**src/design/im2col_pkg.sv**
```systemverilog
package im2col_pkg;

  // Fixed field widths of the result word.
  localparam int FIELD_W     = 8;
  localparam int ADDR_W      = 24;
  localparam int LOWER_W     = 16;

  // Configuration port.
  localparam int CFG_DATA_W  = 9;
  localparam int CFG_INDEX_W = 3;
  localparam int MAP_REG_W   = 9;
  localparam int KERN_REG_W  = 5;

  localparam logic [CFG_INDEX_W-1:0] REG_CHANNEL_COUNT = 3'd0;
  localparam logic [CFG_INDEX_W-1:0] REG_MAP_HEIGHT    = 3'd1;
  localparam logic [CFG_INDEX_W-1:0] REG_MAP_WIDTH     = 3'd2;
  localparam logic [CFG_INDEX_W-1:0] REG_KERNEL_ROWS   = 3'd3;
  localparam logic [CFG_INDEX_W-1:0] REG_KERNEL_COLS   = 3'd4;

  // Default sizing of the walk counters.
  localparam int DEF_MAX_CHANNELS   = 256;
  localparam int DEF_MAX_MAP_DIM    = 256;
  localparam int DEF_MAX_KERNEL_DIM = 16;

  // One element between the walk stage and the address stage.
  typedef struct packed {
    logic [FIELD_W-1:0] src_channel;
    logic [FIELD_W-1:0] src_row;
    logic [FIELD_W-1:0] src_col;
    logic [ADDR_W-1:0]  addr_base;
    logic [ADDR_W-1:0]  addr_col;
    logic [LOWER_W-1:0] dst_row;
    logic [LOWER_W-1:0] dst_col;
    logic               patch_done;
    logic               matrix_done;
    logic               config_error;
  } elem_t;

endpackage

```
**src/design/im2col_cfg.sv**
```systemverilog
module im2col_cfg #(
  parameter int MAX_CHANNELS   = im2col_pkg::DEF_MAX_CHANNELS,
  parameter int MAX_MAP_DIM    = im2col_pkg::DEF_MAX_MAP_DIM,
  parameter int MAX_KERNEL_DIM = im2col_pkg::DEF_MAX_KERNEL_DIM,
  localparam int CHW  = (MAX_CHANNELS > 1) ? $clog2(MAX_CHANNELS) : 1,
  localparam int DIMW = $clog2(MAX_MAP_DIM),
  localparam int HW   = $clog2(MAX_MAP_DIM + 1),
  localparam int KW   = (MAX_KERNEL_DIM > 1) ? $clog2(MAX_KERNEL_DIM) : 1
) (
  input  logic                               clk,
  input  logic                               rst,
  input  logic                               cfg_valid,
  output logic                               cfg_ready,
  input  logic [im2col_pkg::CFG_INDEX_W-1:0] cfg_index,
  input  logic [im2col_pkg::CFG_DATA_W-1:0]  cfg_data,
  output logic [CHW-1:0]                     chan_last,
  output logic [HW-1:0]                      map_h,
  output logic [HW-1:0]                      map_w,
  output logic [KW-1:0]                      kr_last,
  output logic [KW-1:0]                      kc_last,
  output logic [DIMW-1:0]                    orow_last,
  output logic [DIMW-1:0]                    ocol_last,
  output logic                               config_error
);

  logic [im2col_pkg::MAP_REG_W-1:0]  channel_count;
  logic [im2col_pkg::MAP_REG_W-1:0]  map_height;
  logic [im2col_pkg::MAP_REG_W-1:0]  map_width;
  logic [im2col_pkg::KERN_REG_W-1:0] kernel_rows;
  logic [im2col_pkg::KERN_REG_W-1:0] kernel_cols;

  logic [31:0] ch_c, h_c, w_c, kr_c, kc_c;

  // A zero register acts as one; a value above the maximum saturates.
  function automatic logic [31:0] clamp_dim(input logic [31:0] v, input logic [31:0] hi);
    logic [31:0] r;
    if (v == 32'd0) begin
      r = 32'd1;
    end else if (v > hi) begin
      r = hi;
    end else begin
      r = v;
    end
    return r;
  endfunction

  assign cfg_ready = 1'b1;

  always_ff @(posedge clk) begin
    if (rst) begin
      channel_count <= im2col_pkg::MAP_REG_W'(1);
      map_height    <= im2col_pkg::MAP_REG_W'(1);
      map_width     <= im2col_pkg::MAP_REG_W'(1);
      kernel_rows   <= im2col_pkg::KERN_REG_W'(1);
      kernel_cols   <= im2col_pkg::KERN_REG_W'(1);
    end else if (cfg_valid && cfg_ready) begin
      case (cfg_index)
        im2col_pkg::REG_CHANNEL_COUNT: channel_count <= cfg_data[im2col_pkg::MAP_REG_W-1:0];
        im2col_pkg::REG_MAP_HEIGHT:    map_height    <= cfg_data[im2col_pkg::MAP_REG_W-1:0];
        im2col_pkg::REG_MAP_WIDTH:     map_width     <= cfg_data[im2col_pkg::MAP_REG_W-1:0];
        im2col_pkg::REG_KERNEL_ROWS:   kernel_rows   <= cfg_data[im2col_pkg::KERN_REG_W-1:0];
        im2col_pkg::REG_KERNEL_COLS:   kernel_cols   <= cfg_data[im2col_pkg::KERN_REG_W-1:0];
        default: ;
      endcase
    end
  end

  always_comb begin
    ch_c = clamp_dim(32'(channel_count), 32'(MAX_CHANNELS));
    h_c  = clamp_dim(32'(map_height), 32'(MAX_MAP_DIM));
    w_c  = clamp_dim(32'(map_width), 32'(MAX_MAP_DIM));
    kr_c = clamp_dim(32'(kernel_rows), 32'(MAX_KERNEL_DIM));
    kc_c = clamp_dim(32'(kernel_cols), 32'(MAX_KERNEL_DIM));
  end

  assign chan_last    = CHW'(ch_c - 32'd1);
  assign map_h        = HW'(h_c);
  assign map_w        = HW'(w_c);
  assign kr_last      = KW'(kr_c - 32'd1);
  assign kc_last      = KW'(kc_c - 32'd1);
  // With the kernel larger than the map, one output position remains on that axis.
  assign orow_last    = (h_c >= kr_c) ? DIMW'(h_c - kr_c) : '0;
  assign ocol_last    = (w_c >= kc_c) ? DIMW'(w_c - kc_c) : '0;
  assign config_error = (kr_c > h_c) || (kc_c > w_c);

endmodule

```
**src/design/im2col_walk.sv**
```systemverilog
module im2col_walk #(
  parameter int MAX_CHANNELS   = im2col_pkg::DEF_MAX_CHANNELS,
  parameter int MAX_MAP_DIM    = im2col_pkg::DEF_MAX_MAP_DIM,
  parameter int MAX_KERNEL_DIM = im2col_pkg::DEF_MAX_KERNEL_DIM,
  localparam int CHW  = (MAX_CHANNELS > 1) ? $clog2(MAX_CHANNELS) : 1,
  localparam int DIMW = $clog2(MAX_MAP_DIM),
  localparam int HW   = $clog2(MAX_MAP_DIM + 1),
  localparam int KW   = (MAX_KERNEL_DIM > 1) ? $clog2(MAX_KERNEL_DIM) : 1,
  localparam int SRW  = ((DIMW > KW) ? DIMW : KW) + 1
) (
  input  logic              clk,
  input  logic              rst,
  input  logic              in_valid,
  output logic              in_ready,
  input  logic              restart,
  input  logic [CHW-1:0]    chan_last,
  input  logic [HW-1:0]     map_h,
  input  logic [KW-1:0]     kr_last,
  input  logic [KW-1:0]     kc_last,
  input  logic [DIMW-1:0]   orow_last,
  input  logic [DIMW-1:0]   ocol_last,
  input  logic              config_error,
  output logic              s1_valid,
  output im2col_pkg::elem_t s1_elem,
  input  logic              s1_take
);

  logic [DIMW-1:0]                  out_row_count, out_row_count_next;
  logic [DIMW-1:0]                  out_col_count, out_col_count_next;
  logic [CHW-1:0]                   chan_count, chan_count_next;
  logic [KW-1:0]                    kern_row_count, kern_row_count_next;
  logic [KW-1:0]                    kern_col_count, kern_col_count_next;
  logic [im2col_pkg::LOWER_W-1:0]   lowered_row_count, lowered_row_count_next;
  logic [im2col_pkg::LOWER_W-1:0]   lowered_col_count, lowered_col_count_next;

  logic [DIMW-1:0]                  cur_or, cur_oc;
  logic [CHW-1:0]                   cur_ch;
  logic [KW-1:0]                    cur_kr, cur_kc;
  logic [im2col_pkg::LOWER_W-1:0]   cur_lrow, cur_lcol;
  logic                             last_kc, last_kr, last_ch, last_oc, last_or;
  logic                             pdone, mdone;
  logic [SRW-1:0]                   srow, scol;
  logic [CHW+HW-1:0]                prod;
  logic                             in_fire;
  im2col_pkg::elem_t                elem_next;

  assign in_ready = !s1_valid || s1_take;
  assign in_fire  = in_valid && in_ready;

  // A restart word is served from the first element.
  always_comb begin
    cur_or   = restart ? '0 : out_row_count;
    cur_oc   = restart ? '0 : out_col_count;
    cur_ch   = restart ? '0 : chan_count;
    cur_kr   = restart ? '0 : kern_row_count;
    cur_kc   = restart ? '0 : kern_col_count;
    cur_lrow = restart ? '0 : lowered_row_count;
    cur_lcol = restart ? '0 : lowered_col_count;

    // At or beyond the last value counts as last, so a shrunk geometry wraps.
    last_kc = cur_kc >= kc_last;
    last_kr = cur_kr >= kr_last;
    last_ch = cur_ch >= chan_last;
    last_oc = cur_oc >= ocol_last;
    last_or = cur_or >= orow_last;
    pdone   = last_kc && last_kr && last_ch;
    mdone   = pdone && last_oc && last_or;

    srow = SRW'(cur_or) + SRW'(cur_kr);
    scol = SRW'(cur_oc) + SRW'(cur_kc);
    prod = (CHW+HW)'(cur_ch) * (CHW+HW)'(map_h);

    elem_next.src_channel  = im2col_pkg::FIELD_W'(cur_ch);
    elem_next.src_row      = im2col_pkg::FIELD_W'(srow);
    elem_next.src_col      = im2col_pkg::FIELD_W'(scol);
    elem_next.addr_base    = im2col_pkg::ADDR_W'(prod) + im2col_pkg::ADDR_W'(srow);
    elem_next.addr_col     = im2col_pkg::ADDR_W'(scol);
    elem_next.dst_row      = cur_lrow;
    elem_next.dst_col      = cur_lcol;
    elem_next.patch_done   = pdone;
    elem_next.matrix_done  = mdone;
    elem_next.config_error = config_error;

    out_row_count_next     = cur_or;
    out_col_count_next     = cur_oc;
    chan_count_next        = cur_ch;
    kern_row_count_next    = cur_kr;
    kern_col_count_next    = cur_kc;
    lowered_row_count_next = cur_lrow;
    lowered_col_count_next = cur_lcol;

    if (mdone) begin
      out_row_count_next     = '0;
      out_col_count_next     = '0;
      chan_count_next        = '0;
      kern_row_count_next    = '0;
      kern_col_count_next    = '0;
      lowered_row_count_next = '0;
      lowered_col_count_next = '0;
    end else if (pdone) begin
      kern_col_count_next    = '0;
      kern_row_count_next    = '0;
      chan_count_next        = '0;
      lowered_row_count_next = '0;
      lowered_col_count_next = cur_lcol + im2col_pkg::LOWER_W'(1);
      if (last_oc) begin
        out_col_count_next = '0;
        out_row_count_next = cur_or + DIMW'(1);
      end else begin
        out_col_count_next = cur_oc + DIMW'(1);
      end
    end else begin
      lowered_row_count_next = cur_lrow + im2col_pkg::LOWER_W'(1);
      if (!last_kc) begin
        kern_col_count_next = cur_kc + KW'(1);
      end else begin
        kern_col_count_next = '0;
        if (!last_kr) begin
          kern_row_count_next = cur_kr + KW'(1);
        end else begin
          kern_row_count_next = '0;
          chan_count_next     = cur_ch + CHW'(1);
        end
      end
    end
  end

  always_ff @(posedge clk) begin
    if (rst) begin
      out_row_count     <= '0;
      out_col_count     <= '0;
      chan_count        <= '0;
      kern_row_count    <= '0;
      kern_col_count    <= '0;
      lowered_row_count <= '0;
      lowered_col_count <= '0;
      s1_valid          <= 1'b0;
    end else begin
      if (in_fire) begin
        out_row_count     <= out_row_count_next;
        out_col_count     <= out_col_count_next;
        chan_count        <= chan_count_next;
        kern_row_count    <= kern_row_count_next;
        kern_col_count    <= kern_col_count_next;
        lowered_row_count <= lowered_row_count_next;
        lowered_col_count <= lowered_col_count_next;
      end
      if (in_ready) begin
        s1_valid <= in_valid;
      end
    end
  end

  always_ff @(posedge clk) begin
    if (in_fire) begin
      s1_elem <= elem_next;
    end
  end

`ifndef ASSERT_OFF
  a_mdone_in_patch: assert property (@(posedge clk) disable iff (rst)
    s1_valid |-> (!s1_elem.matrix_done || s1_elem.patch_done))
    else $error("matrix end flagged outside a patch end");

  a_restart_first: assert property (@(posedge clk) disable iff (rst)
    (in_fire && restart) |=> (s1_elem.dst_row == '0 && s1_elem.dst_col == '0
                              && s1_elem.src_channel == '0))
    else $error("restart word did not start at the first element");

  a_wrap_clears: assert property (@(posedge clk) disable iff (rst)
    (in_fire && mdone) |=> (chan_count == '0 && kern_row_count == '0 &&
                            kern_col_count == '0 && lowered_row_count == '0 &&
                            lowered_col_count == '0 && out_row_count == '0))
    else $error("walk did not wrap after the last element");
`endif

endmodule

```
**src/design/im2col_addr.sv**
```systemverilog
module im2col_addr #(
  parameter int MAX_MAP_DIM = im2col_pkg::DEF_MAX_MAP_DIM,
  localparam int HW = $clog2(MAX_MAP_DIM + 1)
) (
  input  logic                             clk,
  input  logic                             rst,
  input  logic                             s1_valid,
  input  im2col_pkg::elem_t                s1_elem,
  output logic                             s1_take,
  input  logic [HW-1:0]                    map_w,
  output logic                             out_valid,
  input  logic                             out_ready,
  output logic [im2col_pkg::FIELD_W-1:0]   src_channel,
  output logic [im2col_pkg::FIELD_W-1:0]   src_row,
  output logic [im2col_pkg::FIELD_W-1:0]   src_col,
  output logic [im2col_pkg::ADDR_W-1:0]    src_address,
  output logic [im2col_pkg::LOWER_W-1:0]   dst_row,
  output logic [im2col_pkg::LOWER_W-1:0]   dst_col,
  output logic                             patch_done,
  output logic                             matrix_done,
  output logic                             config_error
);

  im2col_pkg::elem_t               ob;
  logic [im2col_pkg::ADDR_W-1:0]   addr_q;
  logic [im2col_pkg::ADDR_W-1:0]   row_prod;

  assign s1_take  = s1_valid && (!out_valid || out_ready);
  // Flat address: (channel*height + row)*width + column, kept modulo the field width.
  assign row_prod = s1_elem.addr_base * im2col_pkg::ADDR_W'(map_w);

  always_ff @(posedge clk) begin
    if (rst) begin
      out_valid <= 1'b0;
    end else if (!out_valid || out_ready) begin
      out_valid <= s1_valid;
    end
  end

  always_ff @(posedge clk) begin
    if (s1_take) begin
      ob     <= s1_elem;
      addr_q <= row_prod + s1_elem.addr_col;
    end
  end

  assign src_channel  = ob.src_channel;
  assign src_row      = ob.src_row;
  assign src_col      = ob.src_col;
  assign src_address  = addr_q;
  assign dst_row      = ob.dst_row;
  assign dst_col      = ob.dst_col;
  assign patch_done   = ob.patch_done;
  assign matrix_done  = ob.matrix_done;
  assign config_error = ob.config_error;

endmodule

```
**src/design/im2col_patch_address_generator_top.sv**
```systemverilog
// im2col patch address generator.
// Each word on the input channel (in_valid/in_ready, field restart) yields one
// result word on the output channel (out_valid/out_ready): the source channel,
// row, column and flat address of one feature map element, its row and column
// in the lowered matrix, and patch end, matrix end and configuration error flags.
// The walk goes output row, output column, channel, kernel row, kernel column and
// wraps after the last element; a word with restart set is served from the first
// element. Configuration words (cfg_valid/cfg_ready, cfg_index, cfg_data) are
// always taken and must be written while no word is in flight.
// An accepted input word is held in the walk stage register, then its result in the
// output register: the walk stage registers the element and the channel*height
// product, the address stage multiplies by the width. Throughput is one word per
// cycle while out_ready is high. When the receiver stalls, results hold in the
// output register and the walk stage, so up to two words are buffered before
// in_ready drops. Reset clears the walk to the first element, empties both stages
// and sets every configuration register to one.
module im2col_patch_address_generator_top #(
  parameter int MAX_CHANNELS   = im2col_pkg::DEF_MAX_CHANNELS,
  parameter int MAX_MAP_DIM    = im2col_pkg::DEF_MAX_MAP_DIM,
  parameter int MAX_KERNEL_DIM = im2col_pkg::DEF_MAX_KERNEL_DIM
) (
  input  logic                               clk,
  input  logic                               rst,
  input  logic                               cfg_valid,
  output logic                               cfg_ready,
  input  logic [im2col_pkg::CFG_INDEX_W-1:0] cfg_index,
  input  logic [im2col_pkg::CFG_DATA_W-1:0]  cfg_data,
  input  logic                               in_valid,
  output logic                               in_ready,
  input  logic                               restart,
  output logic                               out_valid,
  input  logic                               out_ready,
  output logic [im2col_pkg::FIELD_W-1:0]     src_channel,
  output logic [im2col_pkg::FIELD_W-1:0]     src_row,
  output logic [im2col_pkg::FIELD_W-1:0]     src_col,
  output logic [im2col_pkg::ADDR_W-1:0]      src_address,
  output logic [im2col_pkg::LOWER_W-1:0]     dst_row,
  output logic [im2col_pkg::LOWER_W-1:0]     dst_col,
  output logic                               patch_done,
  output logic                               matrix_done,
  output logic                               config_error
);

  localparam int CHW  = (MAX_CHANNELS > 1) ? $clog2(MAX_CHANNELS) : 1;
  localparam int DIMW = $clog2(MAX_MAP_DIM);
  localparam int HW   = $clog2(MAX_MAP_DIM + 1);
  localparam int KW   = (MAX_KERNEL_DIM > 1) ? $clog2(MAX_KERNEL_DIM) : 1;

  logic [CHW-1:0]    chan_last;
  logic [HW-1:0]     map_h, map_w;
  logic [KW-1:0]     kr_last, kc_last;
  logic [DIMW-1:0]   orow_last, ocol_last;
  logic              geom_error;
  logic              s1_valid, s1_take;
  im2col_pkg::elem_t s1_elem;

  im2col_cfg #(
    .MAX_CHANNELS   (MAX_CHANNELS),
    .MAX_MAP_DIM    (MAX_MAP_DIM),
    .MAX_KERNEL_DIM (MAX_KERNEL_DIM)
  ) u_cfg (
    .clk          (clk),
    .rst          (rst),
    .cfg_valid    (cfg_valid),
    .cfg_ready    (cfg_ready),
    .cfg_index    (cfg_index),
    .cfg_data     (cfg_data),
    .chan_last    (chan_last),
    .map_h        (map_h),
    .map_w        (map_w),
    .kr_last      (kr_last),
    .kc_last      (kc_last),
    .orow_last    (orow_last),
    .ocol_last    (ocol_last),
    .config_error (geom_error)
  );

  im2col_walk #(
    .MAX_CHANNELS   (MAX_CHANNELS),
    .MAX_MAP_DIM    (MAX_MAP_DIM),
    .MAX_KERNEL_DIM (MAX_KERNEL_DIM)
  ) u_walk (
    .clk          (clk),
    .rst          (rst),
    .in_valid     (in_valid),
    .in_ready     (in_ready),
    .restart      (restart),
    .chan_last    (chan_last),
    .map_h        (map_h),
    .kr_last      (kr_last),
    .kc_last      (kc_last),
    .orow_last    (orow_last),
    .ocol_last    (ocol_last),
    .config_error (geom_error),
    .s1_valid     (s1_valid),
    .s1_elem      (s1_elem),
    .s1_take      (s1_take)
  );

  im2col_addr #(
    .MAX_MAP_DIM (MAX_MAP_DIM)
  ) u_addr (
    .clk          (clk),
    .rst          (rst),
    .s1_valid     (s1_valid),
    .s1_elem      (s1_elem),
    .s1_take      (s1_take),
    .map_w        (map_w),
    .out_valid    (out_valid),
    .out_ready    (out_ready),
    .src_channel  (src_channel),
    .src_row      (src_row),
    .src_col      (src_col),
    .src_address  (src_address),
    .dst_row      (dst_row),
    .dst_col      (dst_col),
    .patch_done   (patch_done),
    .matrix_done  (matrix_done),
    .config_error (config_error)
  );

`ifndef ASSERT_OFF
  a_no_idle_stall: assert property (@(posedge clk) disable iff (rst)
    out_ready |-> in_ready)
    else $error("input stalled while the output side drains");
`endif

endmodule

```
**config.mk**
```make
export PLATFORM = sky130hd
export DESIGN_NAME = im2col_patch_address_generator_top
export DESIGN_NICKNAME = d
export VERILOG_FILES = /design/src/design/im2col_pkg.sv /design/src/design/im2col_cfg.sv /design/src/design/im2col_walk.sv /design/src/design/im2col_addr.sv /design/src/design/im2col_patch_address_generator_top.sv
export SDC_FILE = /design/constraint.sdc
export NUM_CORES = 1
export LEC_CHECK = 0
export BUFFER_PORTS_ARGS = -buffer_cell sky130_fd_sc_hd__clkbuf_2
export CAP_MARGIN = 25
export CORE_ASPECT_RATIO = 0.5
export CORE_MARGIN = 5
export CORE_UTILIZATION = 68
export CTS_BUF_LIST = sky130_fd_sc_hd__clkbuf_16
export CTS_CLUSTER_SIZE = 14
export DETAILED_ROUTE_END_ITERATION = 7
export GPL_TIMING_DRIVEN = 0
export HOLD_SLACK_MARGIN = 0.06
export PLACE_DENSITY = 0.87
export SYNTH_ARGS = -nofsm -noshare
export SYNTH_HDL_FRONTEND = slang
export SYNTH_SLANG_ARGS = --single-unit
```
**constraint.sdc**
```tcl
create_clock -name clk -period 14.26 [get_ports clk]
set_input_delay 2.852 -clock clk [delete_from_list [all_inputs] [get_ports clk]]
set_output_delay 2.852 -clock clk [all_outputs]
set_load 0.01 [all_outputs]
```
== Yosys cells after proc, flatten, opt, wreduce, memory -nomap -nowiden ==
Cells that the tools add are included.

* Flip-flop bits (word level): 278
* Output and inout port bits: 86

* $add $sub $neg: 16
* Multiply operators: 2
* Magnitude comparators: 14
* Eq/ne operators: 4
* Muxes and demuxes: 40
* Reduce and logical (&&, ||, !) cells: 22

{| class="wikitable"
|+ Operators with widths
! operator !! count
|-
| two-way mux 8 bit || 17
|-
| two-way mux 16 bit || 6
|-
| two-way mux 4 bit || 9
|-
| two-way mux 9 bit || 4
|-
| adder 16 x 1 -> 16 bit (second input constant) || 2
|-
| > comparator 9 bit (second input constant) || 3
|-
| logical NOT 9 bit || 3
|-
| adder 24 x 9 -> 24 bit || 1
|-
| adder 8 x 1 -> 8 bit (second input constant) || 3
|-
| >= comparator 8 bit || 3
|-
| multiplier 24 x 9 -> 24 bit || 1
|-
| two-way mux 5 bit || 4
|-
| adder 17 x 9 -> 18 bit || 1
|-
| adder 8 x 4 -> 9 bit || 2
|-
| >= comparator 9 x 5 -> 1 bit || 2
|-
| > comparator 5 x 9 -> 1 bit || 2
|-
| multiplier 8 x 9 -> 17 bit || 1
|-
| subtractor 8 x 5 -> 8 bit || 2
|-
| > comparator 5 bit (second input constant) || 2
|-
| logical NOT 5 bit || 2
|-
| AND reduction 2 bit || 5
|-
| adder 4 x 1 -> 4 bit (second input constant) || 2
|-
| >= comparator 4 bit || 2
|-
| subtractor 4 x 1 -> 4 bit (second input constant) || 2
|-
| other kinds (8) || 17
|}

== Longest topological paths before layout ==
* Word-level depth: 10
* Gate-level depth with buffers: 29
* Depth with buffers taken out: 27

== Modules after synthesis ==
A second synthesis with hierarchy kept.

* Cells, all modules: 2237
* Area total of the unflattened synthesis: 21290.4 µm²

{| class="wikitable"
|+ Modules (own cells, without submodules)
! module !! instances !! cells an instance !! area an instance (µm²)
|-
| im2col_walk || 1 || 1120 || 10272.4
|-
| im2col_addr || 1 || 753 || 8346.8
|-
| im2col_cfg || 1 || 364 || 2671.3
|}

== Least setup slack after synthesis ==
OpenSTA, ideal clock, no wires.

* Kind: in2reg
* From: input restart
* To: register, netlist name u_walk.s1_elem[75]
* Setup time: 0.258 ns
* Arrival time: 8.779 ns
* Data required time: 14.002 ns
* Path slack: 5.223 ns
* Stages on the path: 26
* Path buffers: 4
* Cells stage by stage: buf_2 buf_1 buf_1 clkbuf_1 nor2b_1 ha_1 a21oi_1 nor2b_1 o2111ai_1 xor2_1 or2_2 fa_1 inv_1 fa_1 inv_1 fa_1 inv_1 fa_1 ha_1 a21oi_1 o21ai_0 a41o_1 o41ai_1 o21bai_1 a21oi_1 xnor2_1

{| class="wikitable"
|+ RTL lines
! element !! line !! RTL
|-
| from (decl) || im2col_patch_address_generator_top.sv:30 || <nowiki>input logic restart,</nowiki>
|}

==> metrics.yaml <==
clock_network:
  postCtsResizedCells: 0
  post_cts_buffers: 0
  htreeDepth: 1
  cts_sinks: 264
  clk_pin_slew_worst_paths_ns: 0.07
  hold_buffers: 0
  cts.path.max_buffers: 3
  numCtsBuffers: 26
  clock_latency_ns: 0.58
  root_buffer: "clkbuf_16"
  cts_tree: "done"
hold_path:
  hold_depth: 0
  min_from: "u_walk.s1_elem[0]$_DFFE_PP_"
  hold_class: "register to register"
  min_to: "u_addr.config_error$_DFFE_PP_"
placed_design:
  gp_congestion: 0.990
  io_buffer_count: 101
  placed_area_sq_mm: 0.0208
  dp_hpwl_mm: 35.7
yosys:
  synth_area_sq_mm: 0.0197
  ys.flop_type: "edfxtp_1"
  synth_fp_nets: 2356
  ys_seq_area_share_pct: 35.0
  yosys_warnings: 0
  synth.distinct_cells: 79
  syn_avg_cell_area_sq_um: 9.82
  syn_inst: 2009
  ys_ff_latch: 264
  async_flop_share_pct: 0
  synth_edf_count: 161
floorplanning:
  start_util_pct: 68.5
  num_rows: 44
  die_h_microns: 130
  dieArea_sq_mm: 0.0327
  io-pin-count: 104
  core_area_sq_mm: 0.0288
  die_w_microns: 251
timing:
  fin_crit_ns: 10.45
  setup_violations: 0
  tns_ns: 0
  finalClockSkew_ns: 0.0269
  rsz0062_at_grt: "no"
  worst-slew-pin-transition_ns: 0.865
  hold_violations: 0
  fin_crit_sh_pct: 73.3
  maxSlewViolCount: 0
  maxSlewHeadroom_pct: 42.1
  fmax_mhz: 95.7
setup_path:
  slowest_stage: "clkbuf_1"
  r2r-start: "u_cfg.map_width[8]$_SDFFE_PP0P_"
  crit_path_end_kind: "register"
  cp-startpoint: "restart"
  max_stage_delay_ns: 0.68
  reg2reg_slack_ns: 6.77
  cp.arrival_ns: 10.77
  critPathLaunchType: "input pin"
  worstSetupPathType: "input pin to register"
  cp.required_ns: 14.58
  reg2reg_depth: 23
  crit_fanout: 10
  timing.rr.end: "u_addr.src_address[16]$_DFFE_PP_"
routing:
  via_per_inst: 5.96
  routed_wl_mm: 48.0
  avgRoutedWirePerCell_microns: 18.8
  num_vias: 15214
  drtPass1Iterations: 7
  ant_nets: 0
  post-route-drc-count: 0
  drtIter0Drc: 1487
global_route:
  grt_pass1_vias: 15320
  grt_pass1_wl_mm: 78.2
  grt_max_degree: 54
  gr-total-overflow: 0
  antenna_found_initial: 0
  grt_usage_pct: 29.7
finish:
  synthToLayoutAreaGrowth_pct: 9.77
  final_common_cell: "nand2_1"
  antenna_cells: 0
  design_area_sq_mm: 0.0216
  drive_gt1_share_pct: 8.24
  finish.net_count: 2488
  final_cell_mix: "nand2_1, inv_1, fa_1"
flow_run:
  cap_viol_max_count: 0
power_and_ir_drop:
  cellPowerDensity_mw_per_mm2: 84.3
  p_leak_nw: 9.81
  power.total_mw: 1.83
  ir_drop_mv: 0.0829
status:
  status: "complete, no violations"
==> where the power goes <==
part	leakage [nW]	total [mW]	internal [mW]	switching, mW
clock	0.449	0.692	0.376	0.316
sequential	2.41	0.861	0.845	0.0165
combinational	6.94	0.272	0.0956	0.177
total	9.81	1.83	1.32	0.509
==> synth_stat cells, types with 11 or more instances <==
master      n  share of area [%]
mux2i_1    11               0.56
inv_1     211                4.0
nor2_1     86                1.6
nor2b_1    87                2.8
a31oi_1    11               0.35
edfxtp_1  161                 25
xor2_1     25                1.1
and3_1     24               0.76
nand4_1    14               0.44
a21oi_1   109                2.8
xnor2_1    50                2.2
nand3_1    30               0.76
clkbuf_1   65                1.2
nand3b_1   13               0.49
fa_1      171                 17
o21ai_0    52                1.3
buf_1      17               0.32
nor3_1     24               0.61
nand2_1   295                5.6
nand2b_1   22               0.70
and2_1     87                2.8
dfxtp_1   103                 10
a21o_1     29                1.1
ha_1      158                 10
==> stage by stage <==
step	setup WS (ns)	hold WS (ns)	std cells	utilization, %
floorplan	5.22	0.400	2009	-
global placement	3.50	0.401	2501	71.9
CTS	3.96	0.413	2552	75.2
detailed placement	3.35	0.405	2504	72.2
global route	3.33	0.427	2552	75.2
finish	3.81	0.413	2552	75.2
==> layer usage <==
layer / track usage (%) / share of wire, %
met1: 40.2 / 41
met2: 48.6 / 46
met3: 6.57 / 9.5
met4: 10.1 / 3.7
met5: 0 / 0
==> layout make-up <==
cell class,instances,area (sq um)
clock inverter,20,153
multi-input combinational,1436,11600
tap,391,489
inverter,216,811
sequential,264,6900
timing repair buffer,104,573
fill,1906,7150
clock buffer,28,701
buffer,93,383
==> sequential cells by signal, summed over array words and instances, names as in the netlist, 4 cells and up <==
register / flops
u_walk.s1_elem: 78
u_addr.src_address: 24
u_addr.dst_col: 16
u_addr.dst_row: 16
u_walk.lowered_col_count: 16
u_walk.lowered_row_count: 16
u_cfg.channel_count: 9
u_cfg.map_height: 9
u_cfg.map_width: 9
u_addr.src_channel: 8
u_addr.src_col: 8
u_addr.src_row: 8
u_walk.chan_count: 8
u_walk.out_col_count: 8
u_walk.out_row_count: 8
u_cfg.kernel_cols: 5
u_cfg.kernel_rows: 5
u_walk.kern_col_count: 4
u_walk.kern_row_count: 4
==> worst max-delay path: cells and delay by family <==
kind / cells / cell delay [ns]
adder cells (fa/ha/maj): 6 / 2.46
buffers and inverters: 8 / 2.45
AO/OA/AOI/OAI: 9 / 1.98
AND/OR/NAND/NOR: 3 / 0.44
XOR/XNOR: 2 / 0.55
==> logic make-up after synthesis <==
group | count (synthesis) | synth area share (%)
AND/OR/NAND/NOR | 731 | 18.4
adder cells (fa/ha/maj) | 329 | 27.4
buffers and inverters | 309 | 6.03
AO/OA/AOI/OAI | 288 | 9.25
flip-flops | 264 | 35.0
XOR/XNOR | 75 | 3.33
multiplexers | 12 | 0.616
other | 1 | 0.0190
==> how the worst max path moves through the flow <==
stage | to | slack (ns) | cells past startpoint
floorplan | u_walk.s1_elem[75]$_DFFE_PP_ | 5.22 | 26
global placement | u_walk.s1_elem[75]$_DFFE_PP_ | 3.50 | 28
detailed placement | u_walk.s1_elem[75]$_DFFE_PP_ | 3.35 | 28
CTS | u_walk.s1_elem[75]$_DFFE_PP_ | 3.96 | 28
global route | u_walk.s1_elem[75]$_DFFE_PP_ | 3.33 | 28
finish | u_walk.s1_elem[75]$_DFFE_PP_ | 3.81 | 28
(Power assumes the default switching activity.)
